[src/mld_pkg.sv]
// mouse look direction: shared types, constants and lookup functions
// used by the sequencer top level; depends on nothing

package mld_pkg;

  localparam int AtanCount = 24;
  localparam int IterW     = 5;
  localparam int PcW       = 4;

  localparam logic [15:0] GainReset = 16'd6554;
  localparam logic [16:0] YawReset  = 17'd69120;
  localparam logic [16:0] YawFull   = 17'd92160;
  localparam logic [16:0] Deg90     = 17'd23040;
  localparam logic [16:0] Deg180    = 17'd46080;
  localparam logic [16:0] Deg270    = 17'd69120;

  localparam logic signed [15:0] PitchLimit = 16'sd22784;
  localparam logic signed [15:0] DirLimit   = 16'sd16384;
  localparam logic signed [31:0] CordicX0   = 32'sd652032874;

  typedef enum logic [3:0] {
    OP_ACCEPT,
    OP_DELTA_X,
    OP_DELTA_Y,
    OP_WRAP,
    OP_LOAD_YAW,
    OP_ROTATE,
    OP_LOAD_PITCH,
    OP_MUL_X,
    OP_MUL_Z,
    OP_EMIT,
    OP_NOP
  } mld_op_e;

  typedef enum logic [2:0] {
    COND_NEVER,
    COND_ALWAYS,
    COND_NO_ACCEPT,
    COND_WRAP_BUSY,
    COND_ITER_MORE,
    COND_OUT_BUSY
  } mld_cond_e;

  typedef logic [PcW-1:0] mld_pc_t;
  typedef logic [IterW-1:0] mld_iter_t;

  typedef struct packed {
    mld_op_e   op;
    mld_cond_e cond;
    mld_pc_t   target;
  } mld_uword_t;

  localparam mld_pc_t PcAccept   = 4'd0;
  localparam mld_pc_t PcDeltaX   = 4'd1;
  localparam mld_pc_t PcDeltaY   = 4'd2;
  localparam mld_pc_t PcWrap     = 4'd3;
  localparam mld_pc_t PcLoadYaw  = 4'd4;
  localparam mld_pc_t PcRotYaw   = 4'd5;
  localparam mld_pc_t PcLoadPit  = 4'd6;
  localparam mld_pc_t PcRotPitch = 4'd7;
  localparam mld_pc_t PcMulX     = 4'd8;
  localparam mld_pc_t PcMulZ     = 4'd9;
  localparam mld_pc_t PcEmit     = 4'd10;
  localparam mld_pc_t PcEnd      = 4'd11;

  // control store: a taken condition jumps to target, otherwise pc advances
  function automatic mld_uword_t mld_ucode(mld_pc_t pc);
    mld_uword_t w;
    unique case (pc)
      PcAccept:   w = '{OP_ACCEPT,     COND_NO_ACCEPT, PcAccept};
      PcDeltaX:   w = '{OP_DELTA_X,    COND_NEVER,     PcAccept};
      PcDeltaY:   w = '{OP_DELTA_Y,    COND_NEVER,     PcAccept};
      PcWrap:     w = '{OP_WRAP,       COND_WRAP_BUSY, PcWrap};
      PcLoadYaw:  w = '{OP_LOAD_YAW,   COND_NEVER,     PcAccept};
      PcRotYaw:   w = '{OP_ROTATE,     COND_ITER_MORE, PcRotYaw};
      PcLoadPit:  w = '{OP_LOAD_PITCH, COND_NEVER,     PcAccept};
      PcRotPitch: w = '{OP_ROTATE,     COND_ITER_MORE, PcRotPitch};
      PcMulX:     w = '{OP_MUL_X,      COND_NEVER,     PcAccept};
      PcMulZ:     w = '{OP_MUL_Z,      COND_NEVER,     PcAccept};
      PcEmit:     w = '{OP_EMIT,       COND_OUT_BUSY,  PcEmit};
      PcEnd:      w = '{OP_NOP,        COND_ALWAYS,    PcAccept};
      default:    w = '{OP_NOP,        COND_ALWAYS,    PcAccept};
    endcase
    return w;
  endfunction

  // arctan(2^-i) in degrees, q.20
  function automatic logic [25:0] mld_atan(mld_iter_t i);
    logic [25:0] a;
    unique case (i)
      5'd0:    a = 26'd47185920;
      5'd1:    a = 26'd27855475;
      5'd2:    a = 26'd14718068;
      5'd3:    a = 26'd7471121;
      5'd4:    a = 26'd3750058;
      5'd5:    a = 26'd1876857;
      5'd6:    a = 26'd938658;
      5'd7:    a = 26'd469357;
      5'd8:    a = 26'd234682;
      5'd9:    a = 26'd117342;
      5'd10:   a = 26'd58671;
      5'd11:   a = 26'd29335;
      5'd12:   a = 26'd14668;
      5'd13:   a = 26'd7334;
      5'd14:   a = 26'd3667;
      5'd15:   a = 26'd1833;
      5'd16:   a = 26'd917;
      5'd17:   a = 26'd458;
      5'd18:   a = 26'd229;
      5'd19:   a = 26'd115;
      5'd20:   a = 26'd57;
      5'd21:   a = 26'd29;
      5'd22:   a = 26'd14;
      5'd23:   a = 26'd7;
      default: a = 26'd0;
    endcase
    return a;
  endfunction

  // q.16 degrees to q.8, ties upward
  function automatic logic signed [21:0] mld_delta_round(logic signed [29:0] p);
    logic signed [29:0] r;
    r = (p + 30'sd128) >>> 8;
    return r[21:0];
  endfunction

  // q.60 product to q1.14, ties upward, saturated
  function automatic logic signed [15:0] mld_dir_round(logic signed [63:0] p);
    logic signed [63:0] r;
    logic signed [15:0] o;
    r = (p + (64'sd1 <<< 45)) >>> 46;
    if (r > 64'sd16384) begin
      o = DirLimit;
    end else if (r < -64'sd16384) begin
      o = -DirLimit;
    end else begin
      o = r[15:0];
    end
    return o;
  endfunction

endpackage

[src/mld_if.sv]
// mouse look direction: valid/ready channels for cursor items and
// direction items; no dependencies

interface mld_in_if;
  logic        valid;
  logic        ready;
  logic [11:0] cursor_x;
  logic [11:0] cursor_y;

  modport source (output valid, output cursor_x, output cursor_y, input ready);
  modport sink   (input valid, input cursor_x, input cursor_y, output ready);
endinterface

interface mld_out_if;
  logic               valid;
  logic               ready;
  logic signed [15:0] dir_x;
  logic signed [15:0] dir_y;
  logic signed [15:0] dir_z;
  logic        [16:0] yaw_now;
  logic signed [15:0] pitch_now;

  modport source (output valid, output dir_x, output dir_y, output dir_z,
                  output yaw_now, output pitch_now, input ready);
  modport sink   (input valid, input dir_x, input dir_y, input dir_z,
                  input yaw_now, input pitch_now, output ready);
endinterface

[src/mouse_look_direction_unit.sv]
// mouse look direction: microcoded sequencer with shared cordic datapath
// depends on mld_pkg and the channel interfaces in mld_if
//
// usage: each cursor item on in_i updates yaw and pitch from the movement
// since the previous cursor position, scaled by the mouse_gain register.
// one direction item per cursor item leaves on out_o with the unit view
// vector and both angles. the user writes mouse_gain with mouse_gain_we_i
// only while the block is idle; the block itself does not enforce it.
// the first item after reset gives zero movement. from acceptance to
// output an item passes the delta steps, the yaw wrap step, repeated
// for each 360 degree correction it takes (0 to 12 of them), and two
// cordic passes through the one rotation unit, where CORDIC_STEPS counts
// as at most 24. one item is in work at a time; the next item is taken
// only after the previous result has entered the output register.
// a new item is taken while the previous result still waits in the output
// register; if the receiver stalls, the sequencer holds at the output step
// until the register is free. reset restores yaw to 270 degrees, pitch to
// zero, the gain to its default and drops any pending result.

module mouse_look_direction_unit #(
  parameter int CORDIC_STEPS = 16
) (
  input  logic          clk_i,
  input  logic          rst_ni,
  mld_in_if.sink        in_i,
  mld_out_if.source     out_o,
  input  logic          mouse_gain_we_i,
  input  logic [15:0]   mouse_gain_i
);
  import mld_pkg::*;

  localparam int Steps = (CORDIC_STEPS > AtanCount) ? AtanCount : CORDIC_STEPS;
  localparam mld_iter_t LastIter = IterW'(Steps - 1);

  mld_pc_t            pc_q, pc_d;
  mld_uword_t         uw;
  mld_iter_t          iter_q;
  logic               first_q;
  logic [11:0]        prev_x_q, prev_y_q;
  logic [11:0]        cx_q, cy_q;
  logic [15:0]        gain_q;
  logic [16:0]        yaw_q;
  logic signed [15:0] pitch_q;
  logic signed [22:0] t_q;
  logic signed [31:0] x_q, y_q;
  logic signed [29:0] z_q;
  logic               neg_q;
  logic signed [31:0] cos_yaw_q, sin_yaw_q;
  logic signed [63:0] prod_q;
  logic signed [15:0] dir_x_q, dir_y_q;
  logic               out_valid_q;
  logic signed [15:0] out_dx_q, out_dy_q, out_dz_q, out_pitch_q;
  logic [16:0]        out_yaw_q;

  logic               in_acc;
  logic               out_free;
  logic               cond_met;
  logic               wrap_hi, wrap_lo;
  logic signed [12:0] delta;
  logic signed [29:0] delta_prod;
  logic signed [21:0] dlt;
  logic signed [22:0] yaw_sum;
  logic signed [22:0] pitch_diff;
  logic signed [15:0] pitch_d;
  logic signed [17:0] ysel;
  logic               neg_d;
  logic signed [31:0] xs, ys;
  logic signed [29:0] atan_ext;
  logic signed [31:0] mul_c;
  logic signed [63:0] prod_w;
  logic signed [32:0] sin_sum;
  logic signed [32:0] sin_shr;
  logic signed [15:0] dir_y_d;

  assign uw       = mld_ucode(pc_q);
  assign in_i.ready = (uw.op == OP_ACCEPT);
  assign in_acc   = in_i.valid && in_i.ready;
  assign out_free = !out_valid_q || out_o.ready;

  assign wrap_hi = (t_q >= $signed({6'b0, YawFull}));
  assign wrap_lo = t_q[22];

  always_comb begin
    unique case (uw.cond)
      COND_NEVER:     cond_met = 1'b0;
      COND_ALWAYS:    cond_met = 1'b1;
      COND_NO_ACCEPT: cond_met = !in_acc;
      COND_WRAP_BUSY: cond_met = wrap_hi || wrap_lo;
      COND_ITER_MORE: cond_met = (iter_q != LastIter);
      COND_OUT_BUSY:  cond_met = !out_free;
      default:        cond_met = 1'b1;
    endcase
    pc_d = cond_met ? uw.target : pc_q + 1'b1;
  end

  // shared delta multiplier and angle update
  always_comb begin
    if (uw.op == OP_DELTA_Y) begin
      delta = $signed({1'b0, cy_q}) - $signed({1'b0, prev_y_q});
    end else begin
      delta = $signed({1'b0, cx_q}) - $signed({1'b0, prev_x_q});
    end
    delta_prod = delta * $signed({1'b0, gain_q});
    dlt        = mld_delta_round(delta_prod);
    yaw_sum    = $signed({6'b0, yaw_q}) + {dlt[21], dlt};
    pitch_diff = {{7{pitch_q[15]}}, pitch_q} - {dlt[21], dlt};
    if (pitch_diff > 23'(PitchLimit)) begin
      pitch_d = PitchLimit;
    end else if (pitch_diff < -23'(PitchLimit)) begin
      pitch_d = -PitchLimit;
    end else begin
      pitch_d = pitch_diff[15:0];
    end
  end

  // yaw range reduction into plus or minus 90 degrees
  always_comb begin
    neg_d = 1'b0;
    ysel  = $signed({1'b0, yaw_q});
    if (yaw_q > Deg90 && yaw_q <= Deg270) begin
      ysel  = $signed({1'b0, yaw_q}) - $signed({1'b0, Deg180});
      neg_d = 1'b1;
    end else if (yaw_q > Deg270) begin
      ysel  = $signed({1'b0, yaw_q}) - $signed({1'b0, YawFull});
    end
  end

  assign xs       = x_q >>> iter_q;
  assign ys       = y_q >>> iter_q;
  assign atan_ext = $signed({4'b0, mld_atan(iter_q)});

  assign mul_c  = (uw.op == OP_MUL_Z) ? sin_yaw_q : cos_yaw_q;
  assign prod_w = mul_c * x_q;

  always_comb begin
    sin_sum = {y_q[31], y_q} + 33'sd32768;
    sin_shr = sin_sum >>> 16;
    if (sin_shr > 33'sd16384) begin
      dir_y_d = DirLimit;
    end else if (sin_shr < -33'sd16384) begin
      dir_y_d = -DirLimit;
    end else begin
      dir_y_d = sin_shr[15:0];
    end
  end

  always_ff @(posedge clk_i or negedge rst_ni) begin
    if (!rst_ni) begin
      pc_q        <= PcAccept;
      iter_q      <= '0;
      first_q     <= 1'b1;
      prev_x_q    <= '0;
      prev_y_q    <= '0;
      gain_q      <= GainReset;
      yaw_q       <= YawReset;
      pitch_q     <= '0;
      out_valid_q <= 1'b0;
    end else begin
      pc_q <= pc_d;
      if (mouse_gain_we_i) begin
        gain_q <= mouse_gain_i;
      end
      if (out_valid_q && out_o.ready && (uw.op != OP_EMIT)) begin
        out_valid_q <= 1'b0;
      end
      unique case (uw.op)
        OP_ACCEPT: begin
          if (in_acc && first_q) begin
            prev_x_q <= in_i.cursor_x;
            prev_y_q <= in_i.cursor_y;
            first_q  <= 1'b0;
          end
        end
        OP_DELTA_X: prev_x_q <= cx_q;
        OP_DELTA_Y: begin
          prev_y_q <= cy_q;
          pitch_q  <= pitch_d;
        end
        OP_WRAP: begin
          if (!wrap_hi && !wrap_lo) begin
            yaw_q <= t_q[16:0];
          end
        end
        OP_LOAD_YAW, OP_LOAD_PITCH: iter_q <= '0;
        OP_ROTATE: iter_q <= iter_q + 1'b1;
        OP_EMIT: begin
          if (out_free) begin
            out_valid_q <= 1'b1;
          end
        end
        default: ;
      endcase
    end
  end

  always_ff @(posedge clk_i) begin
    unique case (uw.op)
      OP_ACCEPT: begin
        if (in_acc) begin
          cx_q <= in_i.cursor_x;
          cy_q <= in_i.cursor_y;
        end
      end
      OP_DELTA_X: t_q <= yaw_sum;
      OP_WRAP: begin
        if (wrap_hi) begin
          t_q <= t_q - $signed({6'b0, YawFull});
        end else if (wrap_lo) begin
          t_q <= t_q + $signed({6'b0, YawFull});
        end
      end
      OP_LOAD_YAW: begin
        x_q   <= CordicX0;
        y_q   <= '0;
        z_q   <= {ysel, 12'b0};
        neg_q <= neg_d;
      end
      OP_ROTATE: begin
        if (!z_q[29]) begin
          x_q <= x_q - ys;
          y_q <= y_q + xs;
          z_q <= z_q - atan_ext;
        end else begin
          x_q <= x_q + ys;
          y_q <= y_q - xs;
          z_q <= z_q + atan_ext;
        end
      end
      OP_LOAD_PITCH: begin
        cos_yaw_q <= neg_q ? -x_q : x_q;
        sin_yaw_q <= neg_q ? -y_q : y_q;
        x_q       <= CordicX0;
        y_q       <= '0;
        z_q       <= {{2{pitch_q[15]}}, pitch_q, 12'b0};
      end
      OP_MUL_X: begin
        prod_q  <= prod_w;
        dir_y_q <= dir_y_d;
      end
      OP_MUL_Z: begin
        dir_x_q <= mld_dir_round(prod_q);
        prod_q  <= prod_w;
      end
      OP_EMIT: begin
        if (out_free) begin
          out_dx_q    <= dir_x_q;
          out_dy_q    <= dir_y_q;
          out_dz_q    <= mld_dir_round(prod_q);
          out_yaw_q   <= yaw_q;
          out_pitch_q <= pitch_q;
        end
      end
      default: ;
    endcase
  end

  assign out_o.valid     = out_valid_q;
  assign out_o.dir_x     = out_dx_q;
  assign out_o.dir_y     = out_dy_q;
  assign out_o.dir_z     = out_dz_q;
  assign out_o.yaw_now   = out_yaw_q;
  assign out_o.pitch_now = out_pitch_q;

  a_accept_starts_program: assert property (@(posedge clk_i) disable iff (!rst_ni)
    in_acc |=> (pc_q == PcDeltaX))
    else $error("accepted item did not start the delta step");

  a_yaw_in_range: assert property (@(posedge clk_i) disable iff (!rst_ni)
    yaw_q < YawFull)
    else $error("yaw left its wrapped range");

  a_pitch_in_range: assert property (@(posedge clk_i) disable iff (!rst_ni)
    (pitch_q <= PitchLimit) && (pitch_q >= -PitchLimit))
    else $error("pitch left its clamped range");

  a_iter_bounded: assert property (@(posedge clk_i) disable iff (!rst_ni)
    (uw.op == OP_ROTATE) |-> (iter_q <= LastIter))
    else $error("rotation step count overran");

endmodule
[src/flat_wrapper.sv]
// flat-port wrapper written by rule: the top's interface ports become plain ports
module mouse_look_direction_unit_flat import mld_pkg::*;
#(
  parameter int CORDIC_STEPS = 16
)
  (clk_i, rst_ni, mouse_gain_we_i, mouse_gain_i, in_i_valid, in_i_cursor_x, in_i_cursor_y, in_i_ready, out_o_valid, out_o_dir_x, out_o_dir_y, out_o_dir_z, out_o_yaw_now, out_o_pitch_now, out_o_ready);
  mld_in_if in_i_i ();
  mld_out_if out_o_i ();
  input  logic clk_i;
  input  logic rst_ni;
  input  logic mouse_gain_we_i;
  input  logic [15:0] mouse_gain_i;
  input wire logic [$bits(in_i_i.valid)-1:0] in_i_valid;
  input wire logic [$bits(in_i_i.cursor_x)-1:0] in_i_cursor_x;
  input wire logic [$bits(in_i_i.cursor_y)-1:0] in_i_cursor_y;
  output wire logic [$bits(in_i_i.ready)-1:0] in_i_ready;
  output wire logic [$bits(out_o_i.valid)-1:0] out_o_valid;
  output wire logic [$bits(out_o_i.dir_x)-1:0] out_o_dir_x;
  output wire logic [$bits(out_o_i.dir_y)-1:0] out_o_dir_y;
  output wire logic [$bits(out_o_i.dir_z)-1:0] out_o_dir_z;
  output wire logic [$bits(out_o_i.yaw_now)-1:0] out_o_yaw_now;
  output wire logic [$bits(out_o_i.pitch_now)-1:0] out_o_pitch_now;
  input wire logic [$bits(out_o_i.ready)-1:0] out_o_ready;
  assign in_i_i.valid = in_i_valid;
  assign in_i_i.cursor_x = in_i_cursor_x;
  assign in_i_i.cursor_y = in_i_cursor_y;
  assign in_i_ready = in_i_i.ready;
  assign out_o_valid = out_o_i.valid;
  assign out_o_dir_x = out_o_i.dir_x;
  assign out_o_dir_y = out_o_i.dir_y;
  assign out_o_dir_z = out_o_i.dir_z;
  assign out_o_yaw_now = out_o_i.yaw_now;
  assign out_o_pitch_now = out_o_i.pitch_now;
  assign out_o_i.ready = out_o_ready;
  mouse_look_direction_unit #(.CORDIC_STEPS(CORDIC_STEPS)) u_core (.clk_i(clk_i), .rst_ni(rst_ni), .in_i(in_i_i), .out_o(out_o_i), .mouse_gain_we_i(mouse_gain_we_i), .mouse_gain_i(mouse_gain_i));
endmodule
[config.mk]
export PLATFORM = sky130hd
export DESIGN_NAME = mouse_look_direction_unit_flat
export DESIGN_NICKNAME = d
export VERILOG_FILES = /design/src/mld_pkg.sv /design/src/mld_if.sv /design/src/mouse_look_direction_unit.sv /design/src/flat_wrapper.sv
export SDC_FILE = /design/constraint.sdc
export NUM_CORES = 2
export LEC_CHECK = 0
export BUFFER_PORTS_ARGS = -buffer_cell sky130_fd_sc_hd__buf_2
export CORE_MARGIN = 2
export CORE_UTILIZATION = 65
export CTS_BUF_LIST = sky130_fd_sc_hd__clkbuf_8
export CTS_CLUSTER_SIZE = 25
export DETAILED_ROUTE_END_ITERATION = 6
export PLACE_DENSITY = 0.81
export SLEW_MARGIN = 25
export SYNTH_ARGS = -nofsm -noshare
export SYNTH_HDL_FRONTEND = slang
export SYNTH_SLANG_ARGS = --single-unit
[constraint.sdc]
create_clock -name clk_i -period 25 [get_ports clk_i]
set_input_delay 6.25 -clock clk_i [delete_from_list [all_inputs] [get_ports clk_i]]
set_output_delay 6.25 -clock clk_i [all_outputs]
set_load 0.03 [all_outputs]
# [Word level (Yosys, flattened, before mapping)]
# Memories as Yosys holds them, arrays and structs flattened.
# Cells that the tools add are included.
[word_totals] register_bits=467 mem_bits_ro=1008 in_bits=45 output_inout_bits=83 word_cells=143 mem_count=2
[mem_list] memory="(no name shown)" words=32 word_bits=26 rd=1 rd_ports_with_merged_regs=0 wr=0 line="mld_pkg.sv:90" source="unique case (i)"
[mem_list] memory="(no name shown)" words=16 word_bits=11 rd=1 rd_ports_with_merged_regs=0 wr=0 line="mld_pkg.sv:69" source="unique case (pc)"
[classes] addsub=21 mul=2 order_cmp=10 n_eq_ne=17 shift=2 n_mux=31 reduce_logical=30
[op_table] operator="32-bit 2-to-1 mux" n=5
[op_table] operator="32-bit one-hot mux with 2 select lines" n=2
[op_table] operator="30-bit one-hot mux with 3 select lines" n=1
[op_table] operator="16-bit 2-to-1 mux" n=5
[op_table] operator="32-bit adder" n=2
[op_table] operator="64-bit by 47-bit adder with 64-bit output (second input constant)" n=1
[op_table] operator="32-bit by 32-bit multiplier with 64-bit output" n=1
[op_table] operator="32-bit negator" n=2
[op_table] operator="32-bit by 5-bit >>> shifter with 32-bit output" n=2
[op_table] operator="32-bit subtractor" n=2
[op_table] operator="12-bit one-hot mux with 2 select lines" n=2
[op_table] operator="23-bit 2-to-1 mux" n=2
[op_table] operator="23-bit one-hot mux with 2 select lines" n=1
[op_table] operator="18-bit 2-to-1 mux" n=2
[op_table] operator="32-bit by 17-bit adder with 33-bit output (second input constant)" n=1
[op_table] operator="30-bit by 27-bit adder with 30-bit output" n=1
[op_table] operator="30-bit by 9-bit adder with 30-bit output (second input constant)" n=1
[op_table] operator="13-bit by 17-bit multiplier with 30-bit output" n=1
[op_table] operator="30-bit 2-to-1 mux" n=1
[op_table] operator="30-bit by 27-bit subtractor with 30-bit output" n=1
[op_table] operator="12-bit by 12-bit subtractor with 13-bit output" n=2
[op_table] operator="12-bit 2-to-1 mux" n=2
[op_table] operator="18-bit by 22-bit adder with 23-bit output" n=1
[op_table] operator="23-bit by 18-bit adder with 23-bit output (second input constant)" n=1
[op_table] operator="40 further kinds" n=71

# [Longest topological paths before layout]
# An unclocked memory read counts as a cell.
[logic_depth] ltp_word=9 depth_mapped=49 depth_no_buf=47

# [Least setup slack after synthesis]
# OpenSTA, ideal clock, no wires.
[synth_path] path_type="flip-flop to flip-flop" startpoint="reg u_core.cy_q[0]" endpoint="reg u_core.pitch_q[8]" arrival_ns=11.149 setup_slack_ns=13.728 path_stages_with_launch=47 n_path_buf=2 synth_period_minus_slack_ns=11.272 path_cell_list="edfxtp_1 > inv_1 > ha_1 > fa_1 > nor2b_1 > o21ai_0 > a21boi_0 > o21ai_0 > a21boi_0 > o21ai_0 > a21boi_0 > o21ai_0 > nand2_1 > nor2_1 > o31ai_1 > clkbuf_1 > nand2_1 > fa_1 > [11 not listed] > nor3_1 > o21bai_1 > a21oi_1 > inv_1 > a31o_2 > xor2_1 > inv_1 > ha_1 > and2_1 > a22o_1 > a311oi_1 > o21ai_0 > a211o_1 > o41ai_2 > a22oi_2 > or4_1 > buf_4 > o221a_1"
[synth_between] elab_chain_len=8 word_cells_on_any_way=9
[synth_rtl] item="start: declaration" line="mouse_look_direction_unit.sv:40" source="logic [11:0] cx_q, cy_q;"
[synth_rtl] item="start signal: assignment" line="mouse_look_direction_unit.sv:201" source="cy_q <= in_i.cursor_y;"
[synth_rtl] item="12-bit by 12-bit subtractor with 13-bit output (*)" line="mouse_look_direction_unit.sv:99" source="delta = $signed({1'b0, cy_q}) - $signed({1'b0, prev_y_q});"
[synth_rtl] item="13-bit 2-to-1 mux (*)" line="mouse_look_direction_unit.sv:98" source="if (uw.op == OP_DELTA_Y) begin"
[synth_rtl] item="13-bit by 17-bit multiplier with 30-bit output (*)" line="mouse_look_direction_unit.sv:103" source="delta_prod = delta * $signed({1'b0, gain_q});"
[synth_rtl] item="30-bit by 9-bit adder with 30-bit output (*)" line="mld_pkg.sv:123" source="r = (p + 30'sd128) >>> 8;"
[synth_rtl] item="16-bit by 22-bit subtractor with 23-bit output (*)" line="mouse_look_direction_unit.sv:106" source="pitch_diff = {{7{pitch_q[15]}}, pitch_q} - {dlt[21], dlt};"
[synth_rtl] item="23-bit by 16-bit < comparator with 1-bit output" line="mouse_look_direction_unit.sv:109" source="end else if (pitch_diff < -23'(PitchLimit)) begin"
[synth_rtl] item="16-bit 2-to-1 mux" line="mouse_look_direction_unit.sv:109"
[synth_rtl] item="16-bit 2-to-1 mux (*)" line="mouse_look_direction_unit.sv:107" source="if (pitch_diff > 23'(PitchLimit)) begin"
[synth_rtl] item="end signal: assignment" line="mouse_look_direction_unit.sv:177" source="pitch_q <= pitch_d;"
[synth_rtl] item="end: declaration" line="mouse_look_direction_unit.sv:43" source="logic signed [15:0] pitch_q;"
# Every way passes the cells marked *; elsewhere a longest branch is shown, timed or not.
# A chain may end at the register's enable or synchronous reset.

# [Worst setup path after layout]
# Ends and elaborated chain as after synthesis.

==> impl_metrics.tcl <==
set metrics [dict create \
    ys_async_sr_fraction_pct 19.91 \
    die_area_sq_um 117000 \
    drt_first_iter_violations 5462 \
    dp_hpwl_mm 149.2 \
    grt_max_degree 81 \
    ant_nets 0 \
    synth_warnings 0 \
    instances_no_fill 9529 \
    synthCells 8059 \
    worst-slew-pin-transition_ns 1.247 \
    worstPathArrival_ns 13.66 \
    row_count 124 \
    die_x_um 342.1 \
    worstPathRequired_ns 25.68 \
    yosysUniqueCellTypes 101 \
    vias 58749 \
    drtPass1Iterations 6 \
    grtUsageTotal_pct 34.35 \
    ios 128 \
    skew_ns 0.07401 \
    hold_path.class "flip-flop to flip-flop" \
    coreArea_sq_um 113900 \
    insertion_delay_ns 0.76 \
    worstSetupStartpointType "flip-flop" \
    drv_slew 0 \
    wirelength_mm 197.3 \
    relSlewSlack_pct 16.88 \
    rsz0062_at_grt "no" \
    fin_crit_ns 12.98 \
    layout-drive-gt1-share_pct 7.763 \
    port_buffers 127 \
    max_freq_mhz 77.04 \
    synthAdderAreaFrac_pct 41.13 \
    die_h_um 342.1 \
    setup_viol 0 \
    hold_path_depth 0 \
    synth_top_family_by_area "adder cells" \
    grt_pass1_wl_mm 317.0 \
    syn-cell-area_sq_um 74290 \
    clock_sinks 422 \
    synth_compound_area_share_pct 8.879 \
    cts_resized 0 \
    crit_path_frequent_cell "fa_1" \
    avgSynthCellArea_sq_um 9.219 \
    dp.cells 9383 \
    fin_setup_tns_ns 0 \
    hold_buffers 0 \
    synth_seq_cells 422 \
    nNetsFinal 9692 \
    synthToLayoutAreaGrowth_pct 5.031 \
    ff_latch_area_sq_um 12270 \
    cp_slowest_stage_delay_ns 0.83 \
    synth-main-ff-cell "edfxtp_1" \
    vias_per_cell 6.165 \
    clk_pin_slew_ns 0.06 \
    crit_fanout 18 \
    grt_overflow 0 \
    htree_levels 3 \
    drc_errors 0 \
    crit_type "flip-flop to flip-flop" \
    cts_inserted_buffers 76 \
    hold_viol 0 \
    grt_pass1_vias 60211 \
    crit_path_top_delay_cell "a211oi_2" \
    cts_root_buf "clkbuf_8" \
    synth_xor_area_share_pct 3.949 \
    reg2reg_depth 42 \
    tritoncts "yes" \
    clockBufferDepth 3 \
    post_drt_wl_per_cell_um 20.71 \
    post_cts_buffers 0 \
    netlist_top_cells_area "fa_1 33%, edfxtp_1 14%, ha_1 7.7%" \
    max-cap-violations 0 \
    multi_input_area_sq_um 55030 \
    status "completed" \
    routabilityCongestion 0.9512 \
    nFillCells 8640 \
    synthSimpleGateAreaFrac_pct 15.63 \
    synth_edf_count 338 \
    start_util_pct 65.24 \
    synthesis.nets 9801 \
    synthMuxAreaShare_pct 4.259 \
    antenna_found_initial 6 \
    ys_seq_area_share_pct 16.51 \
    end_kind "flip-flop" \
    min_period_over_period_pct 51.92 \
    yosysTopAreaCell "fa_1" \
    synth.top_cell.area_share_pct 33.47 \
]
[cells in the final DEF, fill, tap and decap left out, drive strengths merged, types with 32 or more instances in the layout]
| cell | instances |
|---|---|
| fa | 1242 |
| xnor2 | 229 |
| a211oi | 32 |
| nand2b | 46 |
| ha | 455 |
| xor2 | 106 |
| mux4 | 86 |
| a31oi | 37 |
| nand2 | 1245 |
| and2 | 322 |
| nor2 | 325 |
| nor3 | 103 |
| nor2b | 41 |
| or3 | 50 |
| edfxtp | 338 |
| or2 | 39 |
| inv | 1470 |
| o21ai | 248 |
| nand3 | 130 |
| buf | 255 |
| mux2 | 47 |
| a21o | 86 |
| o21a | 41 |
| nand4 | 41 |
| a21oi | 250 |
| dfrtp | 72 |
| o31ai | 36 |
| clkbuf | 80 |
| mux2i | 69 |
| and3 | 48 |
[kinds of logic after synthesis]
group,after synthesis
flip-flops,422
AO/OA/AOI/OAI,1006
buffers and inverters,1898
XOR/XNOR,335
AND/OR/NAND/NOR,2499
multiplexers,202
adder cells (fa/ha/maj),1697
[Yosys cell counts (72+ instances only)]
master and number:
a21o_1 86, dfrtp_1 72, xor2_1 106, and2_1 322, nor2_1 324, nor3_1 100, ha_1 455, edfxtp_1 338
clkbuf_1 388, nand3_1 130, mux4_2 86, inv_1 1448, xnor2_1 229, o21ai_0 246, a21oi_1 250, nand2_1 1245
fa_1 1242
[flip-flops by register name (all words and copies together) (netlist names), 17 cells and up]
signal / flops
u_core.cos_yaw_q: 32
u_core.out_o.yaw_now: 17
u_core.prod_q: 19
u_core.sin_yaw_q: 32
u_core.t_q: 23
u_core.x_q: 32
u_core.y_q: 32
u_core.yaw_q: 17
u_core.z_q: 30
[critical path: cells and delay by family, from the launching register on]
family | cells | cell delay [ns]
XOR/XNOR | 1 | 0.37
AO/OA/AOI/OAI | 22 | 6.18
flip-flops | 1 | 0.34
AND/OR/NAND/NOR | 4 | 1.23
adder cells (fa/ha/maj) | 10 | 4.45
buffers and inverters | 5 | 0.32
[final timing paths]
kind | start | endpoint | slack (ns)
worst max-delay path | u_core.cy_q[0]$_DFFE_PP_ | u_core.pitch_q[8]$_DFFE_PN0P_ | 12.02
worst min-delay path | u_core.dir_x_q[15]$_DFFE_PP_ | u_core.out_o.dir_x[15]$_DFFE_PP_ | 0.41
worst max register to register | u_core.cy_q[0]$_DFFE_PP_ | u_core.pitch_q[8]$_DFFE_PN0P_ | 12.02
worst min register to register | u_core.dir_x_q[15]$_DFFE_PP_ | u_core.out_o.dir_x[15]$_DFFE_PP_ | 0.41
max in group asynchronous | rst_ni | u_core.pitch_q[8]$_DFFE_PN0P_ | 18.38
min in group asynchronous | rst_ni | u_core.gain_q[5]$_DFFE_PN0P_ | 5.49
[final cells by class]
type / count / area share [%]
antenna: 5 / 0.01603
timing repair buffer: 255 / 2.059
sequential: 422 / 15.73
clock buffer: 80 / 1.411
clock inverter: 60 / 0.8370
tap: 1512 / 2.424
multi-input combinational: 5739 / 70.52
inverter: 1456 / 7.004
[layer usage]
metal  wire (um)  share of wire (%)  global-route usage, %
met1       73300                 37                  44.57
met2       93610                 47                  55.08
met3       18870                9.6                  6.652
met4       11480                5.8                  18.13
met5          67              0.034                      0
[per-stage QoR]
stage	utilization, %	cell area, sq um	hold slack [ns]	setup slack, ns
detailed placement	66.93	76220	0.4045	11.94
CTS	68.47	77970	0.4150	11.87
floorplan	-	74290	0.4003	13.73
global route	68.51	78020	0.4215	11.31
global placement	66.92	76210	0.4031	12.32
finish	68.52	78030	0.4137	12.02
Power is left out: the tool's default activity adds up to more than one toggle a clock period on the data nets, which glitch-free logic cannot reach.
